**src/rtl/core/jps_pkg.sv**
```systemverilog
// shared types and codes of the path parser
package jps_pkg;

  localparam int VAL_W   = 31;
  localparam int MAX_RES = 3;
  localparam int CNT_W   = 2;
  localparam int QDEPTH  = 4;
  localparam int QPTR_W  = 2;
  localparam int OUT_TDATA_W = 48;

  // result kinds
  typedef enum logic [2:0] {
    KIND_KEY_BYTE = 3'd0,
    KIND_KEY_END  = 3'd1,
    KIND_INDEX    = 3'd2,
    KIND_OK       = 3'd3,
    KIND_ERR      = 3'd4
  } kind_t;

  // error codes
  localparam logic [2:0] ERR_NO_ROOT     = 3'd0;
  localparam logic [2:0] ERR_EMPTY_DOT   = 3'd1;
  localparam logic [2:0] ERR_BAD_BRACKET = 3'd2;
  localparam logic [2:0] ERR_UNEXPECTED  = 3'd3;
  localparam logic [2:0] ERR_EMPTY_FIRST = 3'd4;

  // one result: kind plus its payload (byte, index or error code)
  typedef struct packed {
    kind_t              kind;
    logic [VAL_W-1:0]   val;
  } res_t;

  // all results caused by one input byte, slot 0 first
  typedef struct packed {
    logic [CNT_W-1:0]           cnt;
    res_t [MAX_RES-1:0]         r;
  } bundle_t;

endpackage

```
**src/rtl/core/jps_front.sv**
```systemverilog
// front end: accepts path bytes, runs the tokenizer and builds result bundles
module jps_front (
  input  logic              clk,
  input  logic              rst_n,
  input  logic              cfg_valid,
  input  logic              cfg_data,
  input  logic              in_tvalid,
  input  logic              in_tready,
  input  logic [7:0]        in_tdata,
  input  logic              in_tlast,
  input  logic              in_tuser,
  output logic              push_valid,
  output jps_pkg::bundle_t  push_data
);
  import jps_pkg::*;

  localparam logic [7:0] CH_DOLLAR = 8'h24;
  localparam logic [7:0] CH_DOT    = 8'h2E;
  localparam logic [7:0] CH_LBR    = 8'h5B;
  localparam logic [7:0] CH_RBR    = 8'h5D;
  localparam logic [7:0] CH_SQ     = 8'h27;
  localparam logic [7:0] CH_DQ     = 8'h22;
  localparam logic [7:0] CH_BSL    = 8'h5C;
  localparam logic [7:0] CH_N      = 8'h6E;
  localparam logic [7:0] CH_T      = 8'h74;
  localparam logic [7:0] CH_R      = 8'h72;
  localparam logic [7:0] CH_US     = 8'h5F;
  localparam logic [VAL_W-1:0] IDX_MAX = {VAL_W{1'b1}};

  typedef enum logic [2:0] {
    PH_START, PH_SEG, PH_DOTNEW, PH_DOTKEY, PH_BOPEN, PH_INDEX, PH_QUOTED, PH_QCLOSE
  } phase_t;

  phase_t           phase_r, phase_nxt;
  logic [VAL_W-1:0] idx_r, idx_nxt;
  logic             ovf_r, ovf_nxt;
  logic             dq_r, dq_nxt;
  logic             esc_r, esc_nxt;
  logic             err_r, err_nxt;
  logic [2:0]       code_r, code_nxt;
  logic             shred_r;

  logic             accept;
  logic [7:0]       c;
  logic             is_num, is_key;
  logic [VAL_W+3:0] mul;
  logic             tb_v;
  res_t             tb;
  logic             use_fin;
  logic [1:0]       fin_n;
  res_t             fin0, fin1;
  logic             f_err;
  logic [2:0]       f_code;
  phase_t           f_phase;
  logic [CNT_W-1:0] cnt;

  assign accept   = in_tvalid & in_tready;
  assign c        = in_tdata;
  assign is_num   = (c >= 8'h30) && (c <= 8'h39);
  assign is_key   = is_num || ((c >= 8'h61) && (c <= 8'h7A)) ||
                    ((c >= 8'h41) && (c <= 8'h5A)) || (c == CH_US);
  // idx * 10 + digit
  assign mul = {1'b0, idx_r, 3'b000} + {3'b000, idx_r, 1'b0} + {31'd0, c[3:0]};

  // per-byte tokenizer step
  always_comb begin
    phase_nxt = phase_r;
    idx_nxt   = idx_r;
    ovf_nxt   = ovf_r;
    dq_nxt    = dq_r;
    esc_nxt   = esc_r;
    err_nxt   = err_r;
    code_nxt  = code_r;
    tb_v      = 1'b0;
    tb        = '{kind: KIND_KEY_BYTE, val: '0};
    if (!err_r) begin
      unique case (phase_r)
        PH_START: begin
          if (!shred_r) begin
            if (c == CH_DOLLAR) begin
              phase_nxt = PH_SEG;
            end else begin
              err_nxt = 1'b1; code_nxt = ERR_NO_ROOT;
            end
          end else if (c == CH_LBR) begin
            phase_nxt = PH_BOPEN;
          end else if (is_key) begin
            tb_v = 1'b1; tb.val = {23'd0, c};
            phase_nxt = PH_DOTKEY;
          end else begin
            err_nxt = 1'b1; code_nxt = ERR_EMPTY_FIRST;
          end
        end
        PH_SEG, PH_DOTKEY: begin
          if (phase_r == PH_DOTKEY && is_key) begin
            tb_v = 1'b1; tb.val = {23'd0, c};
          end else begin
            if (phase_r == PH_DOTKEY) begin
              tb_v = 1'b1; tb.kind = KIND_KEY_END;
            end
            // start of the next segment
            if (c == CH_DOT) begin
              phase_nxt = PH_DOTNEW;
            end else if (c == CH_LBR) begin
              phase_nxt = PH_BOPEN;
            end else begin
              err_nxt = 1'b1; code_nxt = ERR_UNEXPECTED;
            end
          end
        end
        PH_DOTNEW: begin
          if (is_key) begin
            tb_v = 1'b1; tb.val = {23'd0, c};
            phase_nxt = PH_DOTKEY;
          end else begin
            err_nxt = 1'b1; code_nxt = ERR_EMPTY_DOT;
          end
        end
        PH_BOPEN: begin
          if (is_num) begin
            idx_nxt = {27'd0, c[3:0]};
            ovf_nxt = 1'b0;
            phase_nxt = PH_INDEX;
          end else if (c == CH_SQ || c == CH_DQ) begin
            dq_nxt = (c == CH_DQ);
            esc_nxt = 1'b0;
            phase_nxt = PH_QUOTED;
          end else begin
            err_nxt = 1'b1; code_nxt = ERR_BAD_BRACKET;
          end
        end
        PH_INDEX: begin
          if (is_num) begin
            if (mul[VAL_W+3:VAL_W] != 4'd0) begin
              idx_nxt = IDX_MAX;
              ovf_nxt = 1'b1;
            end else begin
              idx_nxt = mul[VAL_W-1:0];
            end
          end else if (c == CH_RBR && !ovf_r) begin
            tb_v = 1'b1; tb.kind = KIND_INDEX; tb.val = idx_r;
            idx_nxt = '0;
            phase_nxt = PH_SEG;
          end else begin
            err_nxt = 1'b1; code_nxt = ERR_BAD_BRACKET;
          end
        end
        PH_QUOTED: begin
          if (esc_r) begin
            tb_v = 1'b1;
            if (c == CH_N)      tb.val = 31'd10;
            else if (c == CH_T) tb.val = 31'd9;
            else if (c == CH_R) tb.val = 31'd13;
            else                tb.val = {23'd0, c};
            esc_nxt = 1'b0;
          end else if (c == (dq_r ? CH_DQ : CH_SQ)) begin
            phase_nxt = PH_QCLOSE;
          end else if (c == CH_BSL) begin
            esc_nxt = 1'b1;
          end else begin
            tb_v = 1'b1; tb.val = {23'd0, c};
          end
        end
        PH_QCLOSE: begin
          if (c == CH_RBR) begin
            tb_v = 1'b1; tb.kind = KIND_KEY_END;
            phase_nxt = PH_SEG;
          end else begin
            err_nxt = 1'b1; code_nxt = ERR_BAD_BRACKET;
          end
        end
      endcase
    end
  end

  // end-of-path report, from the cleared state for an empty-path item
  always_comb begin
    f_err   = in_tuser ? 1'b0 : err_nxt;
    f_code  = code_nxt;
    f_phase = in_tuser ? PH_START : phase_nxt;
    fin_n   = 2'd1;
    fin0    = '{kind: KIND_OK, val: '0};
    fin1    = '{kind: KIND_OK, val: '0};
    if (f_err) begin
      fin0 = '{kind: KIND_ERR, val: {28'd0, f_code}};
    end else begin
      unique case (f_phase)
        PH_SEG:    fin0 = '{kind: KIND_OK, val: '0};
        PH_DOTKEY: begin
          fin_n = 2'd2;
          fin0  = '{kind: KIND_KEY_END, val: '0};
        end
        PH_START: begin
          if (!shred_r) fin0 = '{kind: KIND_ERR, val: {28'd0, ERR_NO_ROOT}};
        end
        PH_DOTNEW: fin0 = '{kind: KIND_ERR, val: {28'd0, ERR_EMPTY_DOT}};
        default:   fin0 = '{kind: KIND_ERR, val: {28'd0, ERR_BAD_BRACKET}};
      endcase
    end
  end

  // pack the bundle: step result first, then the end-of-path results
  always_comb begin
    use_fin = in_tuser | in_tlast;
    if (in_tuser) begin
      cnt = fin_n;
      push_data.r[0] = fin0;
      push_data.r[1] = fin1;
    end else begin
      cnt = {1'b0, tb_v} + (use_fin ? fin_n : 2'd0);
      push_data.r[0] = tb_v ? tb : fin0;
      push_data.r[1] = tb_v ? fin0 : fin1;
    end
    push_data.r[2] = fin1;
    push_data.cnt  = cnt;
  end

  assign push_valid = accept && (cnt != '0);

  // parser state and mode register
  always_ff @(posedge clk) begin
    if (!rst_n) begin
      phase_r <= PH_START;
      idx_r   <= '0;
      ovf_r   <= 1'b0;
      dq_r    <= 1'b0;
      esc_r   <= 1'b0;
      err_r   <= 1'b0;
      code_r  <= ERR_NO_ROOT;
      shred_r <= 1'b0;
    end else begin
      if (cfg_valid) shred_r <= cfg_data;
      if (accept) begin
        if (use_fin) begin
          phase_r <= PH_START;
          idx_r   <= '0;
          ovf_r   <= 1'b0;
          dq_r    <= 1'b0;
          esc_r   <= 1'b0;
          err_r   <= 1'b0;
          code_r  <= ERR_NO_ROOT;
        end else begin
          phase_r <= phase_nxt;
          idx_r   <= idx_nxt;
          ovf_r   <= ovf_nxt;
          dq_r    <= dq_nxt;
          esc_r   <= esc_nxt;
          err_r   <= err_nxt;
          code_r  <= code_nxt;
        end
      end
    end
  end

endmodule

```
**src/rtl/core/jps_queue.sv**
```systemverilog
// short bundle queue between the front and back ends
module jps_queue (
  input  logic              clk,
  input  logic              rst_n,
  input  logic              push,
  input  jps_pkg::bundle_t  push_data,
  input  logic              pop,
  output jps_pkg::bundle_t  head,
  output logic              empty,
  output logic              full
);
  import jps_pkg::*;

  bundle_t             mem [QDEPTH];
  logic [QPTR_W-1:0]   wr_r, rd_r;
  logic [QPTR_W:0]     cnt_r;

  assign empty = (cnt_r == '0);
  assign full  = (cnt_r == QDEPTH[QPTR_W:0]);
  assign head  = mem[rd_r];

  // storage
  always_ff @(posedge clk) begin
    if (push) mem[wr_r] <= push_data;
  end

  // pointers and fill count
  always_ff @(posedge clk) begin
    if (!rst_n) begin
      wr_r  <= '0;
      rd_r  <= '0;
      cnt_r <= '0;
    end else begin
      if (push) wr_r <= wr_r + 1'b1;
      if (pop)  rd_r <= rd_r + 1'b1;
      if (push && !pop)      cnt_r <= cnt_r + 1'b1;
      else if (pop && !push) cnt_r <= cnt_r - 1'b1;
    end
  end

endmodule

```
**src/rtl/core/jps_back.sv**
```systemverilog
// back end: unpacks bundles into one result beat per cycle while out_tready allows
module jps_back (
  input  logic                             clk,
  input  logic                             rst_n,
  input  jps_pkg::bundle_t                 head,
  input  logic                             empty,
  output logic                             pop,
  output logic                             out_tvalid,
  input  logic                             out_tready,
  output logic [jps_pkg::OUT_TDATA_W-1:0]  out_tdata,
  output logic                             out_tlast,
  output logic [2:0]                       out_tuser
);
  import jps_pkg::*;

  logic                   valid_r;
  logic [OUT_TDATA_W-1:0] data_r, data_nxt;
  logic                   last_r;
  logic [2:0]             kind_r;
  logic [CNT_W-1:0]       sel_r;
  logic                   load, last_res;
  res_t                   cur;

  assign load     = !empty && (!valid_r || out_tready);
  assign cur      = head.r[sel_r];
  assign last_res = (sel_r == head.cnt - 1'b1);
  assign pop      = load && last_res;

  // fields that do not belong to the kind stay zero
  always_comb begin
    data_nxt = '0;
    case (cur.kind)
      KIND_KEY_BYTE: data_nxt[7:0]   = cur.val[7:0];
      KIND_INDEX:    data_nxt[38:8]  = cur.val;
      KIND_ERR:      data_nxt[41:39] = cur.val[2:0];
      default:       data_nxt = '0;
    endcase
  end

  // output register and slot select
  always_ff @(posedge clk) begin
    if (!rst_n) begin
      valid_r <= 1'b0;
      sel_r   <= '0;
    end else if (load) begin
      valid_r <= 1'b1;
      sel_r   <= last_res ? '0 : sel_r + 1'b1;
    end else if (out_tready) begin
      valid_r <= 1'b0;
    end
  end

  always_ff @(posedge clk) begin
    if (load) begin
      data_r <= data_nxt;
      last_r <= last_res;
      kind_r <= cur.kind;
    end
  end

  assign out_tvalid = valid_r;
  assign out_tdata  = data_r;
  assign out_tlast  = last_r;
  assign out_tuser  = kind_r;

endmodule

```
**src/rtl/core/jsonpath_segment_parser.sv**
```systemverilog
// top level of the streaming path tokenizer
// One path byte is taken per cycle whenever the four-entry bundle queue has
// room. Each byte yields zero to three result beats, which the output register
// gives out at one beat per cycle while out_tready is high, so bytes flow at
// one per cycle as long as they average no more than one result each; the
// output port's drain rate is what sets the sustained figure. A byte's results
// pass through the queue entry written when the byte is taken, then the output
// register. The mode register is to be written through the cfg port only while
// the block is idle; the user must keep to this, the block does not enforce it.
module jsonpath_segment_parser (
  input  logic                             clk,
  input  logic                             rst_n,
  input  logic                             cfg_valid,
  output logic                             cfg_ready,
  input  logic                             cfg_data,    // shredded_mode
  input  logic                             in_tvalid,
  output logic                             in_tready,
  input  logic [7:0]                       in_tdata,    // path_byte
  input  logic                             in_tlast,    // final_byte
  input  logic                             in_tuser,    // empty_path
  output logic                             out_tvalid,
  input  logic                             out_tready,
  // key_byte [7:0], index_value [38:8], error_code [41:39], zero pad
  output logic [jps_pkg::OUT_TDATA_W-1:0]  out_tdata,
  output logic                             out_tlast,   // run_end
  output logic [2:0]                       out_tuser    // token_kind
);
  import jps_pkg::*;

  logic    push_valid, pop, q_empty, q_full;
  bundle_t push_data, head;

  assign cfg_ready = 1'b1;
  assign in_tready = !q_full;

  jps_front u_front (
    .clk        (clk),
    .rst_n      (rst_n),
    .cfg_valid  (cfg_valid),
    .cfg_data   (cfg_data),
    .in_tvalid  (in_tvalid),
    .in_tready  (in_tready),
    .in_tdata   (in_tdata),
    .in_tlast   (in_tlast),
    .in_tuser   (in_tuser),
    .push_valid (push_valid),
    .push_data  (push_data)
  );

  jps_queue u_queue (
    .clk       (clk),
    .rst_n     (rst_n),
    .push      (push_valid),
    .push_data (push_data),
    .pop       (pop),
    .head      (head),
    .empty     (q_empty),
    .full      (q_full)
  );

  jps_back u_back (
    .clk        (clk),
    .rst_n      (rst_n),
    .head       (head),
    .empty      (q_empty),
    .pop        (pop),
    .out_tvalid (out_tvalid),
    .out_tready (out_tready),
    .out_tdata  (out_tdata),
    .out_tlast  (out_tlast),
    .out_tuser  (out_tuser)
  );

endmodule

```
**config.mk**
```make
export PLATFORM = sky130hd
export DESIGN_NAME = jsonpath_segment_parser
export DESIGN_NICKNAME = d
export VERILOG_FILES = /design/src/rtl/core/jps_pkg.sv /design/src/rtl/core/jps_front.sv /design/src/rtl/core/jps_queue.sv /design/src/rtl/core/jps_back.sv /design/src/rtl/core/jsonpath_segment_parser.sv
export SDC_FILE = /design/constraint.sdc
export NUM_CORES = 1
export LEC_CHECK = 0
export ABC_AREA = 0
export BUFFER_PORTS_ARGS = -buffer_cell sky130_fd_sc_hd__buf_2
export CAP_MARGIN = 20
export CORE_MARGIN = 5
export CORE_UTILIZATION = 50
export CTS_CLUSTER_SIZE = 10
export DETAILED_ROUTE_END_ITERATION = 8
export PLACE_DENSITY = 0.78
export SYNTH_ARGS = -nofsm -noshare
export SYNTH_HDL_FRONTEND = slang
export SYNTH_SLANG_ARGS = --single-unit
export TNS_END_PERCENT = 30
```
**constraint.sdc**
```tcl
create_clock -name clk -period 5.9 [get_ports clk]
set_input_delay 0 -clock clk [delete_from_list [all_inputs] [get_ports clk]]
set_output_delay 0 -clock clk [all_outputs]
set_load 0.03 [all_outputs]
```
== Word-level counts from Yosys, hierarchy flattened ==
Memory sizes are Yosys's and may differ from the RTL's. A register that Yosys moved wholly into a read port is not among the register bits.
Cells that the tools add are included.

* Bits in registers: 98
* RAM bits: 280
* Output and inout bits: 55
* Logic and storage cells: 238
* Memories: 1

* Add/sub/neg operators: 9
* $lt $le $gt $ge: 7
* Eq/ne operators: 34
* Muxes and demuxes: 129
* Bitwise operators: 2
* Reduce and logical (&&, ||, !) cells: 38

{| class="wikitable"
|+ Memory list
! name !! words !! bits a word !! read ports !! clocked after Yosys merged registers in !! write ports !! RTL line !! source
|-
| u_queue.mem || 4 || 70 || 1 || 1 || 1 || jps_queue.sv:14 || <nowiki>bundle_t mem [QDEPTH];</nowiki>
|}

{| class="wikitable"
|+ Operator list
! operator !! number
|-
| two-way mux 31 bit || 12
|-
| two-way mux 34 bit || 6
|-
| case mux 31 bit (5 select lines) || 1
|-
| case mux 34 bit (4 select lines) || 1
|-
| two-way mux 3 bit || 36
|-
| binary-select mux 34 bit (select 2 bit) || 1
|-
| two-way mux 68 bit || 1
|-
| two-way mux 33 bit || 2
|-
| case mux 31 bit (2 select lines) || 1
|-
| == test 8 x 7 -> 1 bit (second input constant) || 7
|-
| two-way mux 1 bit || 50
|-
| adder 34 x 32 -> 35 bit || 1
|-
| adder 35 x 4 -> 35 bit || 1
|-
| == test 8 x 6 -> 1 bit (second input constant) || 4
|-
| two-way mux 8 bit || 4
|-
| case mux 3 bit (7 select lines) || 1
|-
| == test 3 bit (second input constant) || 6
|-
| case mux 3 bit (6 select lines) || 1
|-
| >= comparator 8 x 7 -> 1 bit (second input constant) || 2
|-
| less-or-equal comparator 8 x 7 -> 1 bit (second input constant) || 2
|-
| == test 3 x 2 -> 1 bit (second input constant) || 5
|-
| AND reduction 5 bit || 3
|-
| two-way mux 2 bit || 7
|-
| zero test 3 bit || 4
|-
| 28 further kinds || 60
|}

== Depth between registers and ports, before layout ==
Gate-level depths: netlist (run 1).

* Depth after elaboration: 23
* Mapped depth: 17

== Cells and area by module ==
From an unflattened synthesis (run 1), not the netlist that was laid out.

* Cell total of the unflattened synthesis: 1601
* Area, all modules: 24333.3 um2

{| class="wikitable"
|+ Modules (own cells, without submodules)
! module !! times used !! cells each !! area each (um2) !! sequential area each (um2)
|-
| jps_queue || 1 || 587 || 15469.8 || 12672.2
|-
| jps_front || 1 || 800 || 6118.4 || 840.8
|-
| jps_back || 1 || 211 || 2730.1 || 1441.4
|-
| jsonpath_segment_parser || 1 || 3 || 15.0 || 0.0
|}

== Worst setup path before layout (run 1) ==
Ideal clock, no wire load.

* Path kind: flip-flop to flip-flop
* From: register u_queue.cnt_r[0]
* To: register u_queue.cnt_r[2]
* Arrival time: 4386 ps
* Required time: 5824 ps
* Path slack: 1439 ps
* Stages on the path, launching flop included: 10
* Path buffers: 0
* Clock period less this slack: 4461 ps
* Cell sequence: dfxtp_1 > nor3_1 > a21oi_1 > nand2_1 > ha_1 > inv_1 > fa_1 > xor2_1 > or3_1 > a21boi_0

* Longest elaborated chain between the ends: 7
* Elaborated cells between the ends (all ways): 17
* Classes of those cells: add/sub (2); eq/ne (1); mux (2); bitwise (1); reduce/logical (11)

{| class="wikitable"
|+ Ends and longest elaborated chain
! element !! RTL line !! source
|-
| start: declaration || jps_queue.sv:16 || <nowiki>logic [QPTR_W:0] cnt_r;</nowiki>
|-
| start signal: assignment || jps_queue.sv:36 || <nowiki>if (push && !pop) cnt_r <= cnt_r + 1'b1;</nowiki>
|-
| start signal: assignment || jps_queue.sv:37 || <nowiki>else if (pop && !push) cnt_r <= cnt_r - 1'b1;</nowiki>
|-
| zero test 3 bit (*) || jps_queue.sv:18 || <nowiki>assign empty = (cnt_r == '0);</nowiki>
|-
| zero test 1 bit (*) || jps_back.sv:24 || <nowiki>assign load = !empty && (!valid_r || out_tready);</nowiki>
|-
| logical AND 1 bit (*) || jps_back.sv:24 ||
|-
| named net u_back.load || jps_back.sv:21 || <nowiki>logic load, last_res;</nowiki>
|-
| logical AND 1 bit (*) || jps_back.sv:27 || <nowiki>assign pop = load && last_res;</nowiki>
|-
| zero test 1 bit || jps_queue.sv:36 ||
|-
| logical AND 1 bit || jps_queue.sv:36 ||
|-
| two-way mux 3 bit / nonzero test 2 bit (equally long branches) || -- ||
|}

The timed path passes the listed nets; every way through them passes the cells marked *. The select of a mux whose other input is x is not followed.
A chain may end at the register's enable or synchronous reset.

== Worst setup path after layout (run 1) ==
* From: register u_front.idx_r[0]
* To: register u_front.idx_r[0]

* Longest elaborated chain between the ends: 8

{| class="wikitable"
|+ Ends and longest elaborated chain
! element !! RTL line !! source
|-
| start: declaration || jps_front.sv:35 || <nowiki>logic [VAL_W-1:0] idx_r, idx_nxt;</nowiki>
|-
| start signal: assignment || jps_front.sv:244 || <nowiki>idx_r <= idx_nxt;</nowiki>
|-
| adder 34 x 32 -> 35 bit || jps_front.sv:63 || <nowiki>assign mul = {1'b0, idx_r, 3'b000} + {3'b000, idx_r, 1'b0} + {31'd0, c[3:0]};</nowiki>
|-
| adder 35 x 4 -> 35 bit || jps_front.sv:63 ||
|-
| nonzero test 4 bit || jps_front.sv:134 || <nowiki>if (mul[VAL_W+3:VAL_W] != 4'd0) begin</nowiki>
|-
| two-way mux 31 bit || jps_front.sv:134 ||
|-
| two-way mux 31 bit || jps_front.sv:133 || <nowiki>if (is_num) begin</nowiki>
|-
| case mux 31 bit (2 select lines) || jps_front.sv:77 || <nowiki>unique case (phase_r)</nowiki>
|-
| two-way mux 31 bit || jps_front.sv:76 || <nowiki>if (!err_r) begin</nowiki>
|-
| two-way mux 31 bit || jps_front.sv:234 || <nowiki>if (use_fin) begin</nowiki>
|}

No other way between the ends. The select of a mux whose other input is x is not followed.

==> flow_summary.ini, run 1 <==
[status]
status = finished clean

[power]
p_int_mw = 3.98
pwr-share-seq = 0.451
p_sw_mw = 1.77
combPwrFrac = 0.250
clkPwrFrac = 0.299
p_leak_nw = 5.87
ir_worst_vdd_v = 0.000246
pwr_density_cell_mw_per_mm2 = 373
swShare = 0.307

[timing]
slew_headroom = 0.292
max_freq_mhz = 205
final.setup_skew_ns = 0.0112
setup-tns-final_ns = 0
drv_slew = 0
period_needed_ns = 4.87
rsz0062_at_grt = no
hold_viol_final = 0
fin_ws_ns = 1.03
fin_crit_sh = 0.826
tightest_slew_ns = 1.06
setup_violations = 0

[drt]
ant_nets = 0
drt_iter0_markers = 834
via_per_inst = 6.05
dr.pass1.iters = 5
routedWlPerCell_um = 19.6
drc_errors = 0
wl_mm = 30.1
via_count = 9294

[global_route]
grt_max_degree = 54
grt_pass1_wl_mm = 48.4
track_usage = 0.192
grt_pass1_vias = 8996
antenna_found_initial = 0
overflow = 0

[logic_synthesis]
syn_area_mm2 = 0.0138
synth-edff-count = 214
yosysUniqueCellTypes = 79
ys_seq_area_frac = 0.544
synth-seq-cells = 268
avgSynthCellArea_um2 = 12.4
synth_cells = 1116
ys.warnings.count = 0
synth_area_leaders = edfxtp_1, dfxtp_1, mux4_2
synthArstFlopShare = 0
synth_area_leader_cell = edfxtp_1
yosys_most_used_dff = edfxtp_1
synth_top_area_frac = 0.466

[critical_path]
arrival_ns = 5.29
path_cells = fa_1 -> fa_1 -> a211o_1 -> a21oi_1 -> a211oi_1 -> o2111ai_1 -> a211oi_1 -> or3_1 -> a2111oi_4 -> and2_1 -> o31ai_1 -> dlygate4sd3_1
critPathMaxStageDelay_ns = 0.56
crit_type = flop to flop
start_kind = flop
path_buf_inv = 1
cp-end-kind = flop
worst_path_max_delay_cell = dlygate4sd3_1
worstPathMaxFanout = 9
cp.required_ns = 6.32
cp_top_family = compound AO/OA/AOI/OAI gates

[cells_and_area]
finalNetCount = 1258
layout_commonest_cell = edfxtp_1
area_delta_synth_final_pct = 11.7
regArea_mm2 = 0.00751
fillers = 2132
multiInputGateArea_mm2 = 0.00593
drive_gt1_frac = 0.147
final_cell_mix = edfxtp_1, a21oi_1, ha_1
num_antenna_cells = 0

[clocking]
clock_latency_ns = 0.53
cts_buffers = 31
cts_root_buffer = clkbuf_16
post_cts_resize_count = 0
ctsLongestPathBuffers = 3
htree_num_levels = 1
path_clk_slew_ns = 0.06
cts_tree = yes
clock_sinks = 268

[floorplan]
die_w_um = 176
row_count = 60
fp.coreArea_mm2 = 0.0270
ios = 71
start_util = 0.510
die_y_um = 176
fp.dieArea_mm2 = 0.0310

[hold_path]
hold_class = input pin to flop

[place]
place.gp.congestion = 0.916
hpwl_mm = 20.6
io_buffers = 63
pre_cts_slack_ns = 1.40

[job]
cap_violations = 0
==> synth_stat cells (8+ instances only) <==
master	count
buf_2	9
mux4_2	42
nand4_1	8
xor2_1	12
nand3_1	18
dfxtp_1	54
a31oi_1	10
xnor2_1	17
nor2b_1	50
a22oi_1	10
a21o_1	21
o21a_1	8
nor3_1	26
nand2_1	58
ha_1	67
and2_1	20
and3_1	32
a221o_1	19
or3_1	9
edfxtp_1	214
a21oi_1	81
mux2i_1	14
o21ai_0	34
nand2b_1	13
a211oi_1	12
nor2_1	59
inv_1	28
clkbuf_1	52
==> routing by layer <==
metal	global-route usage	part of all wire	wire length, um
met3	0.0278	0.065	1960
met4	0.0429	0.017	514
met2	0.308	0.47	14100
met1	0.280	0.45	13600
met5	0	0	0
==> registers in the layout, summed over array words and instances, names as in the netlist, named ones only <==
register and flops:
u_back.sel_r 2, u_back.out_tdata 42, u_back.out_tvalid 1, u_queue.wr_r 2
u_queue.cnt_r 3, u_front.esc_r 1, u_front.idx_r 31, u_front.phase_r 3
u_front.dq_r 1, u_queue.rd_r 2, u_front.code_r 3, u_front.shred_r 1
u_front.err_r 1, u_back.out_tlast 1, u_front.ovf_r 1, u_queue.mem 168
u_back.out_tuser 3
==> worst paths after layout <==
kind / cells past startpoint / startpoint / endpoint / slack (ns)
worst min register to register: 2 / u_back.out_tvalid / u_back.out_tvalid / 0.52
worst max register to register: 12 / u_front.idx_r[0] / u_front.idx_r[0] / 1.03
worst max-delay path: 12 / u_front.idx_r[0] / u_front.idx_r[0] / 1.03
worst min-delay path: 3 / in_tdata[7] / u_queue.mem[2][7] / 0.12
==> logic make-up (layout without fill, tap and decap cells) <==
kind of cell | after synthesis | after routing | share of synthesized area
adder cells (fa/ha/maj) | 70 | 70 | 0.0651
XOR/XNOR | 29 | 29 | 0.0184
AND/OR/NAND/NOR | 329 | 329 | 0.130
flip-flops | 268 | 268 | 0.544
multiplexers | 56 | 56 | 0.0787
buffers and inverters | 99 | 170 | 0.0297
AO/OA/AOI/OAI | 263 | 263 | 0.133
other | 2 | 11 | 0.000545
==> area by class of cell <==
class / count / area share
timing repair buffer: 85 / 0.0343
clock buffer: 55 / 0.0562
sequential: 268 / 0.487
multi-input combinational: 758 / 0.385
tap: 341 / 0.0277
inverter: 28 / 0.00682
clock inverter: 2 / 0.00244
==> metrics by stage <==
stage / cell area [um^2] / hold WS [ns] / power (mW) / util / cells
global route: 15400 / 0.119 / 6.01 / 0.570 / 1537
global placement: 14400 / 0.267 / 4.03 / 0.532 / 1470
finish: 15400 / 0.117 / 5.74 / 0.570 / 1537
detailed placement: 14400 / 0.265 / 4.06 / 0.533 / 1471
CTS: 15400 / 0.0725 / 5.79 / 0.569 / 1536
floorplan: 13800 / 0.169 / 3.71 / - / 1125
==> worst reg2reg max path, delay by kind of cell (launching register included) <==
kind | cells | cell delay [ns]
flip-flops | 1 | 0.45
adder cells (fa/ha/maj) | 2 | 1.00
AND/OR/NAND/NOR | 2 | 0.79
buffers and inverters | 1 | 0.56
AO/OA/AOI/OAI | 7 | 1.95
==> power by group through the flow <==
stage          combinational, mW  clock, mW  sequential [mW]
2_1_floorplan              0.818          0             2.89
4_1_cts                     1.45       1.75             2.60
3_5_place_dp                1.43          0             2.63
5_1_grt                     1.55       1.83             2.63
3_3_place_gp                1.42          0             2.62
6_report                    1.44       1.72             2.59
==> what timing repair did <==
| action | CTS | global route |
|---|---|---|
| buffers inserted | 0 | 0 |
| endpoints found under the hold margin | 25 | 0 |
| hold buffers | 8 | 0 |
(Power assumes the default switching activity.)
==> inputs of run 2 (changes only) <==
- clock period: 5.9 -> 4.83 ns (I/O delays scaled with it)
==> run 2 against run 1 <==
Against the previous run: clock power grew 25%; largest cell class unchanged; total power grew 23%; fmax grew 12%; combinational power grew 28%.
==> flow_summary.ini, run 2 (same netlist as run 1, synthesis figures left out) <==
[status]
status = finished clean

[clocking]
cts_hold_buf = 9
clock_latency_ns = 0.55
post_cts_resize_count = 0
clock_sinks = 268
ctsLongestPathBuffers = 3
cts_buffers = 31
htree_num_levels = 1
cts_tree = yes
path_clk_slew_ns = 0.06
cts_root_buffer = clkbuf_16
cts_setup_buffers = 0

[timing]
hold_viol_final = 0
drv_slew = 0
max_freq_mhz = 229
slew_headroom = 0.311
setup_violations = 0
period_needed_ns = 4.36
setup-tns-final_ns = 0
rsz0062_at_grt = no
final.setup_skew_ns = 0.0179
fin_crit_sh = 0.902
tightest_slew_ns = 1.03

[cells_and_area]
area_delta_synth_final_pct = 12.5
multiInputGateArea_mm2 = 0.00593
num_antenna_cells = 0
finalNetCount = 1263
drive_gt1_frac = 0.152
utilization = 0.574
final_cell_mix = edfxtp_1, a21oi_1, ha_1
regArea_mm2 = 0.00751
regMostFlops = u_queue.mem
layout_commonest_cell = edfxtp_1
largest_register_ffs = 168
fillers = 2093

[floorplan]
ios = 71
die_y_um = 176
fp.coreArea_mm2 = 0.0270
die_w_um = 176
fp.dieArea_mm2 = 0.0310
start_util = 0.510
row_count = 60

[global_route]
grt_pass1_wl_mm = 48.5
antenna_found_initial = 2
track_usage = 0.191
grt_max_degree = 54
grt_pass1_vias = 9267
overflow = 0

[drt]
wl_mm = 30.0
ant_nets = 0
via_count = 9489
drc_errors = 0
routedWlPerCell_um = 19.5
via_per_inst = 6.16
dr.pass1.iters = 5
drt_iter0_markers = 896

[critical_path]
critPathMaxStageDelay_ns = 0.51
path_cells = fa_1 -> fa_1 -> a211o_1 -> a21oi_1 -> a211oi_1 -> o2111ai_1 -> a211oi_1 -> or3_1 -> a2111oi_4 -> a21oi_2 -> a221o_1
worst_path_max_delay_cell = a2111oi_4
path_buf_inv = 0
cp_top_family = compound AO/OA/AOI/OAI gates
start_kind = flop
crit_type = flop to flop
worstPathMaxFanout = 20
cp.required_ns = 5.25
arrival_ns = 4.78
cp-end-kind = flop

[hold_path]
hold_class = input pin to flop

[power]
ir_worst_vdd_v = 0.000271
total_power_mw = 7.09
p_leak_nw = 5.93
pwr_density_cell_mw_per_mm2 = 457

[place]
hpwl_mm = 20.0
io_buffers = 63
place.gp.congestion = 0.929

[job]
cap_violations = 0
[run 2: changes by cell type in the layout (fill, tap and decap cells not counted), sizes merged]
cell	change
buf	+4
inv	+1
clkbuf	-3
clkinvlp	-1
bufinv	+1
dlygate4sd3	+1
[run 2: routing by layer]
| metal | track usage | part of all wire | routed length [um] | vias to the layer above |
|---|---|---|---|---|
| met5 | 0 | 0.0013 | 40 | - |
| met4 | 0.0429 | 0.020 | 599 | 4 |
| met3 | 0.0306 | 0.069 | 2060 | 50 |
| met2 | 0.316 | 0.47 | 14200 | 391 |
| met1 | 0.268 | 0.44 | 13100 | 4626 |
| li1 | - | - | - | 4418 |
[run 2: worst register-to-register path: cells and delay by family (launching register included)]
kind,cells,cell delay [ns]
compound gates,8,2.45
fa+ha+maj,2,0.99
flops,1,0.42
simple gates,1,0.37
[run 2: cell type report]
cell class | instances | area share
multi-input cells | 758 | 0.382
flip-flops and latches | 268 | 0.484
repair buffers | 90 | 0.0393
inverters | 28 | 0.00677
clock buffers | 52 | 0.0557
clock inverters | 3 | 0.00443
well taps | 341 | 0.0275
[run 2: worst paths after layout]
| check | startpoint | endpoint | slack (ns) | cells past startpoint |
|---|---|---|---|---|
| worst max-delay path | u_front.idx_r[0] | u_front.idx_r[24] | 0.47 | 11 |
| worst min-delay path | in_tdata[3] | u_front.idx_r[3] | 0.08 | 5 |
| worst max register to register | u_front.idx_r[0] | u_front.idx_r[24] | 0.47 | 11 |
| worst min register to register | u_queue.wr_r[0] | u_queue.wr_r[0] | 0.51 | 2 |
[run 2: metrics by stage]
step	instance area [um^2]	std cells	setup slack [ns]	hold slack (ns)
6_report	15500	1540	0.471	0.0776
5_1_grt	15500	1540	0.160	0.121
4_1_cts	15500	1539	0.481	0.0467
3_5_place_dp	14500	1475	0.522	0.268
3_3_place_gp	14500	1475	0.656	0.261
2_1_floorplan	13800	1125	0.369	0.169
[run 2: where the power goes]
part	total, mW	switching (mW)	internal, mW
Sequential	3.10	0.140	2.96
Clock	2.15	0.839	1.31
Combinational	1.84	1.17	0.669
Total	7.09	2.15	4.94
==> inputs of run 3 (changes only) <==
- RECOVER_POWER: not set -> 50
==> run 3 against run 2 <==
Against the previous run: via count rose by 0.14%; register-to-register slack got worse by 0.03 ns; final cell count stayed put; routed wire length grew 0.41%.
==> flow_summary.ini, run 3 (same netlist as run 1, synthesis figures left out) <==
[clocking]
htree_num_levels = 1
cts_tree = yes
path_clk_slew_ns = 0.06
cts_buffers = 31
clock_sinks = 268
cts_setup_buffers = 0
cts_root_buffer = clkbuf_16
ctsLongestPathBuffers = 3
cts_hold_buf = 9
clock_latency_ns = 0.55
post_cts_resize_count = 0

[place]
placed_cell_area_mm2 = 0.0145
place.gp.congestion = 0.929
hpwl_mm = 20.0
io_buffers = 63

[drt]
drc_errors = 0
routedWlPerCell_um = 19.6
wl_mm = 30.1
via_per_inst = 6.17
via_count = 9502
ant_nets = 0
drt_iter0_markers = 838
dr.pass1.iters = 5

[floorplan]
die_y_um = 176
start_util = 0.510
fp.dieArea_mm2 = 0.0310
fp.coreArea_mm2 = 0.0270
die_w_um = 176
row_count = 60
ios = 71

[cells_and_area]
regArea_mm2 = 0.00751
num_antenna_cells = 0
final_cell_mix = edfxtp_1, a21oi_1, clkbuf_1
layout_commonest_cell = edfxtp_1
regMostFlops = u_queue.mem
fillers = 2123
area_delta_synth_final_pct = 12.0
multiInputGateArea_mm2 = 0.00593
drive_gt1_frac = 0.106
finalNetCount = 1263
fin_area_mm2 = 0.0154
largest_register_ffs = 168

[timing]
period_needed_ns = 4.39
setup-tns-final_ns = 0
slew_headroom = 0.0957
whs_ns = 0.0724
tightest_slew_ns = 1.36
setup_violations = 0
fin_crit_sh = 0.909
max_freq_mhz = 228
final.setup_skew_ns = 0.0160
rsz0062_at_grt = no
hold_viol_final = 0
drv_slew = 0

[critical_path]
worstPathMaxFanout = 20
regToRegStartpoint = u_front.idx_r[0]
r2r_slack_ns = 0.44
cp.required_ns = 5.25
start_kind = flop
worstReg2RegEnd = u_front.idx_r[18]
cp-end-kind = flop
r2r_cells = 11
arrival_ns = 4.81
crit_type = flop to flop

[global_route]
grt_max_degree = 54
grt_pass1_wl_mm = 48.5
grt_util_met3 = 0.0306
antenna_found_initial = 2
overflow = 0
grt_pass1_vias = 9267
met2_usage = 0.316
grt_use_met1 = 0.268
track_usage = 0.191
busiest_layer = met2

[hold_path]
hold_class = input pin to flop
whs_path_depth = 5
min_from = in_tdata[3]
hold_path_end = u_front.idx_r[3]

[job]
cap_violations = 0

[power]
p_leak_nw = 5.76
pwr_density_cell_mw_per_mm2 = 456
ir_worst_vdd_v = 0.000271

[status]
status = finished clean
-- run 3: how the worst max path moves through the flow --
stage                       startpoint                 to  slack [ns]  cells past startpoint
floorplan             u_queue.cnt_r[0]   u_queue.cnt_r[2]        0.37                      9
global placement           in_tdata[4]   u_queue.cnt_r[2]        0.66                     15
detailed placement    u_front.idx_r[0]  u_front.idx_r[29]        0.52                     11
CTS                   u_front.idx_r[0]  u_front.idx_r[24]        0.48                     11
global route        u_front.phase_r[1]   u_queue.cnt_r[2]        0.13                     16
finish                u_front.idx_r[0]  u_front.idx_r[18]        0.44                     11
-- run 3: area by class of cell --
cell class | count | share of cell area
Clock buffer | 52 | 0.0560
Timing Repair Buffer | 90 | 0.0347
Inverter | 28 | 0.00681
Clock inverter | 3 | 0.00446
Multi-Input combinational cell | 758 | 0.384
Tap cell | 341 | 0.0276
Sequential cell | 268 | 0.486
-- run 3: through the flow --
step	total power, mW	util	setup slack [ns]	cells
2_1_floorplan	4.53	-	0.369	1125
5_1_grt	7.38	0.571	0.132	1540
3_5_place_dp	4.99	0.535	0.522	1475
4_1_cts	7.14	0.573	0.481	1539
3_3_place_gp	4.94	0.535	0.656	1475
6_report	7.04	0.571	0.440	1540
-- run 3: metal layers --
layer,wire length (um),share of wire
met1,13100,0.44
met2,14300,0.47
met3,2150,0.071
met4,548,0.018
met5,24,0.00080
-- run 3: worst max-delay path, stage by stage (launching register included) --
cell and delay [ns]:
dfxtp_1 0.42, fa_1 0.50, fa_1 0.49, a211o_1 0.29, a21oi_1 0.29, a211oi_1 0.18, o2111ai_1 0.33, a211oi_1 0.14
or3_1 0.37, a2111oi_4 0.52, a21oi_2 0.35, a221o_1 0.36
-- run 3: where the power goes --
group          leakage (nW)  switching (mW)  internal, mW
logic                  2.93            1.18         0.610
registers              2.38           0.147          2.96
clock network         0.446           0.841          1.31
total                  5.76            2.17          4.88
